==> src/sv/itos_pkg.sv <==
`default_nettype none
// ----------------------------------------------------------------------------
// itos_pkg
// Shared types, codes and helpers of the interval tree overlap search block.
// ----------------------------------------------------------------------------
package itos_pkg;

  // Width of a table offset or a node size (holds 0..64).
  localparam int unsigned IDXW       = 7;
  // Entries of the walk stack; the post-order fill needs about twice the
  // tree height, a query never more than STACK_DEPTH.
  localparam int unsigned FILL_DEPTH = 16;
  localparam int unsigned STW        = 4;
  localparam int unsigned SPW        = 5;
  localparam int unsigned VW         = 32;
  localparam int unsigned POSW       = 6;

  typedef enum logic [1:0] {
    KIND_LOAD  = 2'd0,
    KIND_BUILD = 2'd1,
    KIND_QUERY = 2'd2,
    KIND_CLEAR = 2'd3
  } kind_e;

  typedef enum logic [1:0] {
    STAT_OK       = 2'd0,
    STAT_FULL     = 2'd1,
    STAT_NO_BUILD = 2'd2
  } stat_e;

  typedef enum logic [3:0] {
    OP_IDLE, OP_BI, OP_BKEY, OP_BJ, OP_BCMP, OP_FPEEK, OP_FRD, OP_FM1, OP_FM2,
    OP_QPOP, OP_QRD, OP_QCHK, OP_QLEFT, OP_QHIT, OP_QEND, OP_RESP
  } op_e;

  typedef enum logic [3:0] {
    S_IDLE, S_BI, S_BKEY, S_BJ, S_BCMP, S_FPEEK, S_FRD, S_FM1, S_FM2,
    S_QPOP, S_QRD, S_QCHK, S_QLEFT, S_QHIT, S_QEND, S_RESP
  } state_e;

  typedef struct packed {
    logic            expd;
    logic [IDXW-1:0] off;
    logic [IDXW-1:0] cnt;
  } stk_t;

  typedef struct packed {
    logic [IDXW-1:0] at;
    logic [IDXW-1:0] lr;
    logic [IDXW-1:0] rr;
    logic            has_l;
    logic            has_r;
    logic [IDXW-1:0] loff;
    logic [IDXW-1:0] lcnt;
    logic [IDXW-1:0] roff;
    logic [IDXW-1:0] rcnt;
  } geo_t;

  typedef struct packed {
    op_e  op;
    logic accept;
  } cmd_t;

  typedef struct packed {
    logic built;
    logic cnt_zero;
    logic i_done;
    logic j_zero;
    logic gt;
    logic sp_zero;
    logic top_exp;
    logic top_cnt_zero;
    logic hit;
    logic pend_v;
    logic out_free;
  } sts_t;

  // Root and child spans of a node that covers cnt sorted entries from off.
  function automatic geo_t node_geo(input logic [IDXW-1:0] off,
                                    input logic [IDXW-1:0] cnt);
    geo_t            g;
    logic [IDXW-1:0] x;
    x       = cnt >> 1;
    g.at    = off + x;
    g.has_l = (x != '0);
    g.has_r = ((x + IDXW'(1)) < cnt);
    g.loff  = off;
    g.lcnt  = x;
    g.lr    = off + (x >> 1);
    g.roff  = off + x + IDXW'(1);
    g.rcnt  = cnt - x - IDXW'(1);
    g.rr    = g.roff + (g.rcnt >> 1);
    return g;
  endfunction

endpackage
`default_nettype wire

==> src/sv/itos_ctrl.sv <==
`default_nettype none
// ----------------------------------------------------------------------------
// itos_ctrl
// Controller: sequences load, sort, subtree-max fill and tree walk.
// ----------------------------------------------------------------------------
module itos_ctrl (
  input  wire logic           clk_i,
  input  wire logic           rst_ni,
  input  wire logic           in_valid_i,
  input  wire logic [1:0]     in_kind_i,
  input  wire itos_pkg::sts_t sts_i,
  output logic                in_ready_o,
  output itos_pkg::cmd_t      cmd_o
);

  itos_pkg::state_e state_q, state_d;
  logic             accept;

  assign in_ready_o = (state_q == itos_pkg::S_IDLE);
  assign accept     = in_ready_o && in_valid_i;

  always_comb begin
    state_d = state_q;
    unique case (state_q)
      itos_pkg::S_IDLE: begin
        if (accept) begin
          unique case (itos_pkg::kind_e'(in_kind_i))
            itos_pkg::KIND_BUILD: state_d = itos_pkg::S_BI;
            itos_pkg::KIND_QUERY: state_d = sts_i.built ? itos_pkg::S_QPOP
                                                        : itos_pkg::S_RESP;
            default:              state_d = itos_pkg::S_RESP;
          endcase
        end
      end
      itos_pkg::S_BI: begin
        if (sts_i.i_done) begin
          state_d = sts_i.cnt_zero ? itos_pkg::S_RESP : itos_pkg::S_FPEEK;
        end else begin
          state_d = itos_pkg::S_BKEY;
        end
      end
      itos_pkg::S_BKEY:  state_d = itos_pkg::S_BJ;
      itos_pkg::S_BJ:    state_d = sts_i.j_zero ? itos_pkg::S_BI : itos_pkg::S_BCMP;
      itos_pkg::S_BCMP:  state_d = sts_i.gt ? itos_pkg::S_BJ : itos_pkg::S_BI;
      itos_pkg::S_FPEEK: state_d = sts_i.top_exp ? itos_pkg::S_FRD : itos_pkg::S_FPEEK;
      itos_pkg::S_FRD:   state_d = itos_pkg::S_FM1;
      itos_pkg::S_FM1:   state_d = itos_pkg::S_FM2;
      itos_pkg::S_FM2:   state_d = sts_i.sp_zero ? itos_pkg::S_RESP : itos_pkg::S_FPEEK;
      itos_pkg::S_QPOP: begin
        priority if (sts_i.sp_zero) begin
          state_d = itos_pkg::S_QEND;
        end else if (sts_i.top_cnt_zero) begin
          state_d = itos_pkg::S_QPOP;
        end else begin
          state_d = itos_pkg::S_QRD;
        end
      end
      itos_pkg::S_QRD:   state_d = itos_pkg::S_QCHK;
      itos_pkg::S_QCHK:  state_d = itos_pkg::S_QLEFT;
      itos_pkg::S_QLEFT: state_d = sts_i.hit ? itos_pkg::S_QHIT : itos_pkg::S_QPOP;
      itos_pkg::S_QHIT: begin
        if (!sts_i.pend_v || sts_i.out_free) begin
          state_d = itos_pkg::S_QPOP;
        end
      end
      itos_pkg::S_QEND, itos_pkg::S_RESP: begin
        if (sts_i.out_free) begin
          state_d = itos_pkg::S_IDLE;
        end
      end
      default: state_d = itos_pkg::S_IDLE;
    endcase
  end

  always_comb begin
    cmd_o.accept = accept;
    unique case (state_q)
      itos_pkg::S_IDLE:  cmd_o.op = itos_pkg::OP_IDLE;
      itos_pkg::S_BI:    cmd_o.op = itos_pkg::OP_BI;
      itos_pkg::S_BKEY:  cmd_o.op = itos_pkg::OP_BKEY;
      itos_pkg::S_BJ:    cmd_o.op = itos_pkg::OP_BJ;
      itos_pkg::S_BCMP:  cmd_o.op = itos_pkg::OP_BCMP;
      itos_pkg::S_FPEEK: cmd_o.op = itos_pkg::OP_FPEEK;
      itos_pkg::S_FRD:   cmd_o.op = itos_pkg::OP_FRD;
      itos_pkg::S_FM1:   cmd_o.op = itos_pkg::OP_FM1;
      itos_pkg::S_FM2:   cmd_o.op = itos_pkg::OP_FM2;
      itos_pkg::S_QPOP:  cmd_o.op = itos_pkg::OP_QPOP;
      itos_pkg::S_QRD:   cmd_o.op = itos_pkg::OP_QRD;
      itos_pkg::S_QCHK:  cmd_o.op = itos_pkg::OP_QCHK;
      itos_pkg::S_QLEFT: cmd_o.op = itos_pkg::OP_QLEFT;
      itos_pkg::S_QHIT:  cmd_o.op = itos_pkg::OP_QHIT;
      itos_pkg::S_QEND:  cmd_o.op = itos_pkg::OP_QEND;
      itos_pkg::S_RESP:  cmd_o.op = itos_pkg::OP_RESP;
      default:           cmd_o.op = itos_pkg::OP_IDLE;
    endcase
  end

  always_ff @(posedge clk_i or negedge rst_ni) begin
    if (!rst_ni) begin
      state_q <= itos_pkg::S_IDLE;
    end else begin
      state_q <= state_d;
    end
  end

endmodule
`default_nettype wire

==> config.mk <==
export PLATFORM = sky130hd
export DESIGN_NAME = itos_ctrl
export DESIGN_NICKNAME = d
export VERILOG_FILES = /design/src/sv/itos_pkg.sv /design/src/sv/itos_ctrl.sv
export SDC_FILE = /design/constraint.sdc
export NUM_CORES = 1
export LEC_CHECK = 0
export ABC_AREA = 1
export BUFFER_PORTS_ARGS = -buffer_cell sky130_fd_sc_hd__buf_2
export CAP_MARGIN = 0
export CORE_MARGIN = 8
export CORE_UTILIZATION = 45
export CTS_BUF_LIST = sky130_fd_sc_hd__clkbuf_8
export CTS_CLUSTER_DIAMETER = 60
export DETAILED_ROUTE_END_ITERATION = 10
export GPL_ROUTABILITY_DRIVEN = 1
export GPL_TIMING_DRIVEN = 0
export PLACE_DENSITY = 0.82
export SETUP_SLACK_MARGIN = 0.3
export SLEW_MARGIN = 20
export SYNTH_ARGS = -nofsm -noshare
export SYNTH_HDL_FRONTEND = slang
export SYNTH_SLANG_ARGS = --single-unit
==> constraint.sdc <==
create_clock -name clk_i -period 1.1 [get_ports clk_i]
set_clock_uncertainty 0.05 [all_clocks]
set_input_delay 0.11 -clock clk_i [delete_from_list [all_inputs] [get_ports clk_i]]
set_output_delay 0.11 -clock clk_i [all_outputs]
set_load 0.05 [all_outputs]
# Word level (Yosys, flattened, before mapping)
# Memories as Yosys holds them, arrays and structs flattened.
# Cells that the tools add are included.
word_totals:
  regBits: 4
  romBits: 64
  in_bits: 16
  output_inout_bits: 6
  word_cells: 43
  memories: 1
classes:
  n_eq_ne: 20
  mux: 15
  reduce_logical: 6
mem_list:
  columns: ["memory", "depth", "word_bits", "rd", "rd_ports_with_merged_regs", "wr", "line_no", "source"]
  rows:
  - ["(name not given)", 16, 4, 1, 0, 0, "itos_ctrl.sv:77", "unique case (state_q)"]
ops:
  columns: ["op", "count"]
  rows:
  - ["$pmux 4 s15", 1]
  - ["$eq 4x4->1 const B", 8]
  - ["$mux 4", 6]
  - ["$eq 4x3->1 const B", 4]
  - ["$mux 3", 4]
  - ["$eq 4x2->1 const B", 2]
  - ["$pmux 4 s2", 1]
  - ["$mux 2", 3]
  - ["$eq 4x1->1 const B", 1]
  - ["$logic_not 4->1", 1]
  - ["$ne 2x2->1 const B", 2]
  - ["$reduce_and 3->1", 1]
  - ["$eq 2x1->1 const B", 1]
  - ["$eq 2x2->1 const B", 1]
  - ["$ne 2x1->1 const B", 1]
  - ["$reduce_or 2->1", 1]
  - ["$logic_and 1x1->1", 1]
  - ["$logic_not 1->1", 1]
  - ["$logic_or 1x1->1", 1]

# Depth between registers and ports, before layout
depth:
  depth_word: 4
  depth_mapped: 9
  ltp_nobuf: 8

# Least setup slack after synthesis
# No wires, ideal clock.
synth_path:
  path_type: "register to output"
  startpoint: "register state_q[1]"
  endpoint: "output in_ready_o"
  arrival_ns: 1.350
  required_time_ns: 0.940
  slack_ns: -0.410
  path_stages_with_launch: 5
  n_path_buf: 1
  cell_sequence: "dfrtp_1 > buf_6 > nor2_4 > nand2_1 > inv_1"
synth_via:
  elab_chain_cells: 1
synth_rtl:
  columns: ["item", "line_no", "source"]
  rows:
  - ["start: declaration", "itos_ctrl.sv:16", "itos_pkg::state_e state_q, state_d;"]
  - ["start signal: assignment", "itos_ctrl.sv:100", "state_q <= itos_pkg::S_IDLE;"]
  - ["start signal: assignment", "itos_ctrl.sv:102", "state_q <= state_d;"]
  - ["$logic_not 4->1", "itos_ctrl.sv:19", "assign in_ready_o = (state_q == itos_pkg::S_IDLE);"]
  - ["end: declaration", "itos_ctrl.sv:12", "output logic in_ready_o,"]
# No other way between the ends.

# Final worst setup path
layout_path:
  startpoint: "register state_q[1]"
  endpoint: "output cmd_o[0] in the netlist's numbering"
layout_via:
  elab_chain_cells: 2
layout_rtl:
  columns: ["item", "line_no", "source"]
  rows:
  - ["$logic_not 4->1", "itos_ctrl.sv:19", null]
  - ["$logic_and 1x1->1", "itos_ctrl.sv:20", "assign accept = in_ready_o && in_valid_i;"]
  - ["end: declaration", "itos_ctrl.sv:13", "output itos_pkg::cmd_t cmd_o"]
# No other way between the ends.

==> results.sh <==
export IMPL_floorplan_initialDensity_pct=46.4
export IMPL_dr_total_vias=883
export IMPL_minimum_setup_slack_after_placement_ps=-344
export IMPL_synth_common_cells="sky130_fd_sc_hd__nand2_1 (25), sky130_fd_sc_hd__inv_1 (16), sky130_fd_sc_hd__nor2_1 (13), sky130_fd_sc_hd__nand3_1 (12)"
export IMPL_post_route_util_pct=81.9
export IMPL_grt_pass1_wl_um=2990
export IMPL_synthToLayoutAreaGrowth_pct=76.2
export IMPL_clock_tree_buffer_depth=2
export IMPL_critical_path_peak_fanout=7
export IMPL_final_min_period_over_clock_period_pct=133
export IMPL_synth_enable_flop_cells=0
export IMPL_crit_chain="buf_6 > nor2_4 > nand2_4 > nor2_4 > buf_6 > buf_8"
export IMPL_maxCapViolations=0
export IMPL_final_period_minus_worst_setup_slack_ps=1470
export IMPL_startpoint_type="register"
export IMPL_tightest_slew_ps=189
export IMPL_hp_class="in -> async"
export IMPL_fmax_mhz=682
export IMPL_die_area_mm2=0.00272
export IMPL_postRouteWirelength_um=2730
export IMPL_grt_start_max_net_pins=9
export IMPL_synth_async_reset_ratio_pct=100
export IMPL_crit_path_max_incr_delay_ps=410
export IMPL_netlist_top_cell_by_area="sky130_fd_sc_hd__dfrtp_1"
export IMPL_timing_hold_violations_final=0
export IMPL_worstSkewPairLatency_ps=220
export IMPL_maxSlewHeadroom_pct=87.2
export IMPL_drt_pass1_iter_count=4
export IMPL_syn_num_nets=118
export IMPL_wl_per_cell_um=17.3
export IMPL_path_clk_slew_ps=30
export IMPL_static_power_due_to_leakage_nw=0.565
export IMPL_slew_violations=0
export IMPL_synth_flop_cell="sky130_fd_sc_hd__dfrtp_1"
export IMPL_synth_distinct_cells=19
export IMPL_tritoncts="built"
export IMPL_leading_registers_by_flop_count="state_q x4"
export IMPL_synth_top_area_share_pct=17.0
export IMPL_synthesis_area_um2=589
export IMPL_library_cell_contributing_the_largest_single_delay_on_the_critical_path="sky130_fd_sc_hd__dfrtp_2"
export IMPL_worst_ir_drop_vdd_v=0.00143
export IMPL_grt_remaining_overflow=0
export IMPL_yosysWarningCount=0
export IMPL_ranking_of_synthesized_cells_by_area="sky130_fd_sc_hd__dfrtp_1 (17%), sky130_fd_sc_hd__nand2_1 (16%), sky130_fd_sc_hd__nand3_1 (10%)"
export IMPL_syn_avg_cell_area_um2=5.78
export IMPL_arrival_time_at_the_worst_endpoint_ps=1310
export IMPL_postSynthRegisterBits=4
export IMPL_rsz0062_at_grt="true"
export IMPL_finish_net_count=161
export IMPL_cts_htree_levels=1
export IMPL_grt_antenna_before_repair=0
export IMPL_clockRootBuffer="sky130_fd_sc_hd__clkbuf_8"
export IMPL_finalWorstSetupSlack_ps=-367
export IMPL_drt_initial_drc_count=37
export IMPL_via_density_per_instance=5.59
export IMPL_largest_reg_flops=4
export IMPL_number_of_global_route_vias_before_repair=782
export IMPL_post_synth_inst_count=102
export IMPL_worst_setup_path_end_kind="output port"
export IMPL_report_final_setup_viol=7
export IMPL_proportion_of_synthesized_chip_area_in_sequential_cells_pct=17.0
export IMPL_placement_row_count=13
export IMPL_io_buffer_count=21
export IMPL_top_register="state_q"
export IMPL_cts_sinks=4
export IMPL_cellPowerDensity_mw_per_mm2=3530
export IMPL_cts_inserted_buffers=3
export IMPL_run_status="finished with violations"
export IMPL_gp_routability_congestion=0.879
export IMPL_die_x_um=52.2
export IMPL_design_portCount=22
export IMPL_ant_nets=0
export IMPL_antenna_cells=0
export IMPL_setup_worst_path_class="reg -> out"
export IMPL_grt_total_usage_pct=14.2
export IMPL_synth_most_common_cell="sky130_fd_sc_hd__nand2_1"
export IMPL_drive_above_1_share_pct=51.7
export IMPL_placeableCoreArea_mm2=0.00127
export IMPL_drcViolationCount=0
export IMPL_die_y_um=52.2
export IMPL_critical_path_required_ps=940
export IMPL_dp_final_hpwl_um=1290
export IMPL_violations="negative setup slack"
## through the flow
stage / area (um2) / cells / setup TNS, ps / hold slack (ps) / power (mW)
after floorplan: 607 / 102 / -1540 / -236 / 1.79
after global placement: 731 / 138 / -1400 / -137 / 2.13
after detailed placement: 731 / 138 / -1550 / -132 / 2.18
after CTS: 936 / 153 / -1800 / 190 / 3.05
after global routing: 1040 / 158 / -2300 / 252 / 3.84
final: 1040 / 158 / -1970 / 242 / 3.66
## layer usage
layer / share of wire [%] / up-vias / global-route usage (%) / wire (um)
met5: 0 / - / 0 / 0
met4: 4.5 / 0 / 9.48 / 124
met3: 9.0 / 17 / 3.13 / 246
met2: 51 / 74 / 25.4 / 1380
met1: 36 / 391 / 14.4 / 978
li1: - / 401 / - / -
## cells in the final DEF, fill, tap and decap left out, drive strengths merged
cell type / netlist / layout
o21a: 1 / 1
buf: 3 / 39
nand2: 28 / 28
nor2: 20 / 21
inv: 20 / 19
dfrtp: 4 / 4
a21oi: 3 / 3
nand3: 14 / 14
o21ai: 3 / 3
nand4: 3 / 3
clkbuf: 0 / 3
clkinvlp: 0 / 1
dlygate4sd3: 0 / 1
nand3b: 3 / 3
## worst paths after layout
path	startpoint	cells after the start	slack (ps)	endpoint
setup / recovery	state_q[1]	6	-370	cmd_o[0]
hold / removal	rst_ni	2	240	state_q[3]
setup reg to reg	state_q[1]	7	-360	state_q[0]
hold reg to reg	state_q[0]	6	850	state_q[2]
max in group asynchronous	rst_ni	2	620	state_q[0]
min in group clk_i	sts_i[1]	6	240	state_q[1]
## worst max-delay path: cells and delay by family (launching register included)
| family | cells | cell delay (ps) |
|---|---|---|
| DFF | 1 | 410 |
| and+or+nand+nor | 3 | 300 |
| buffers and inverters | 3 | 370 |
## logic make-up after synthesis
family	share of synthesized area (%)
simple gates	58.8
buf+inv	17.8
compound gates	6.37
flops	17.0
## where the power goes
part / internal (mW) / switching (mW)
clock network: 0.234 / 0.0893
logic: 1.21 / 1.74
registers: 0.251 / 0.139
total: 1.69 / 1.97
## area by class of cell
class / count / area (um2)
buffer: 3 / 33.8
fill: 84 / 230
multi-input combinational: 76 / 462
sequential: 4 / 105
timing repair buffer: 37 / 299
inverter: 20 / 78.8
clock buffer: 3 / 41.3
tap: 15 / 18.8
## repair_timing
item | 4_1_cts | 5_1_grt
setup buffers | 10 | 5
hold buffers | 1 | 0
setup endpoints to repair | 10 | 10
resized for setup | 20 | 16
pin swaps | 4 | 9
cloned | 1 | 0
hold endpoints to repair | 4 | 0
(Power assumes the default switching activity.)
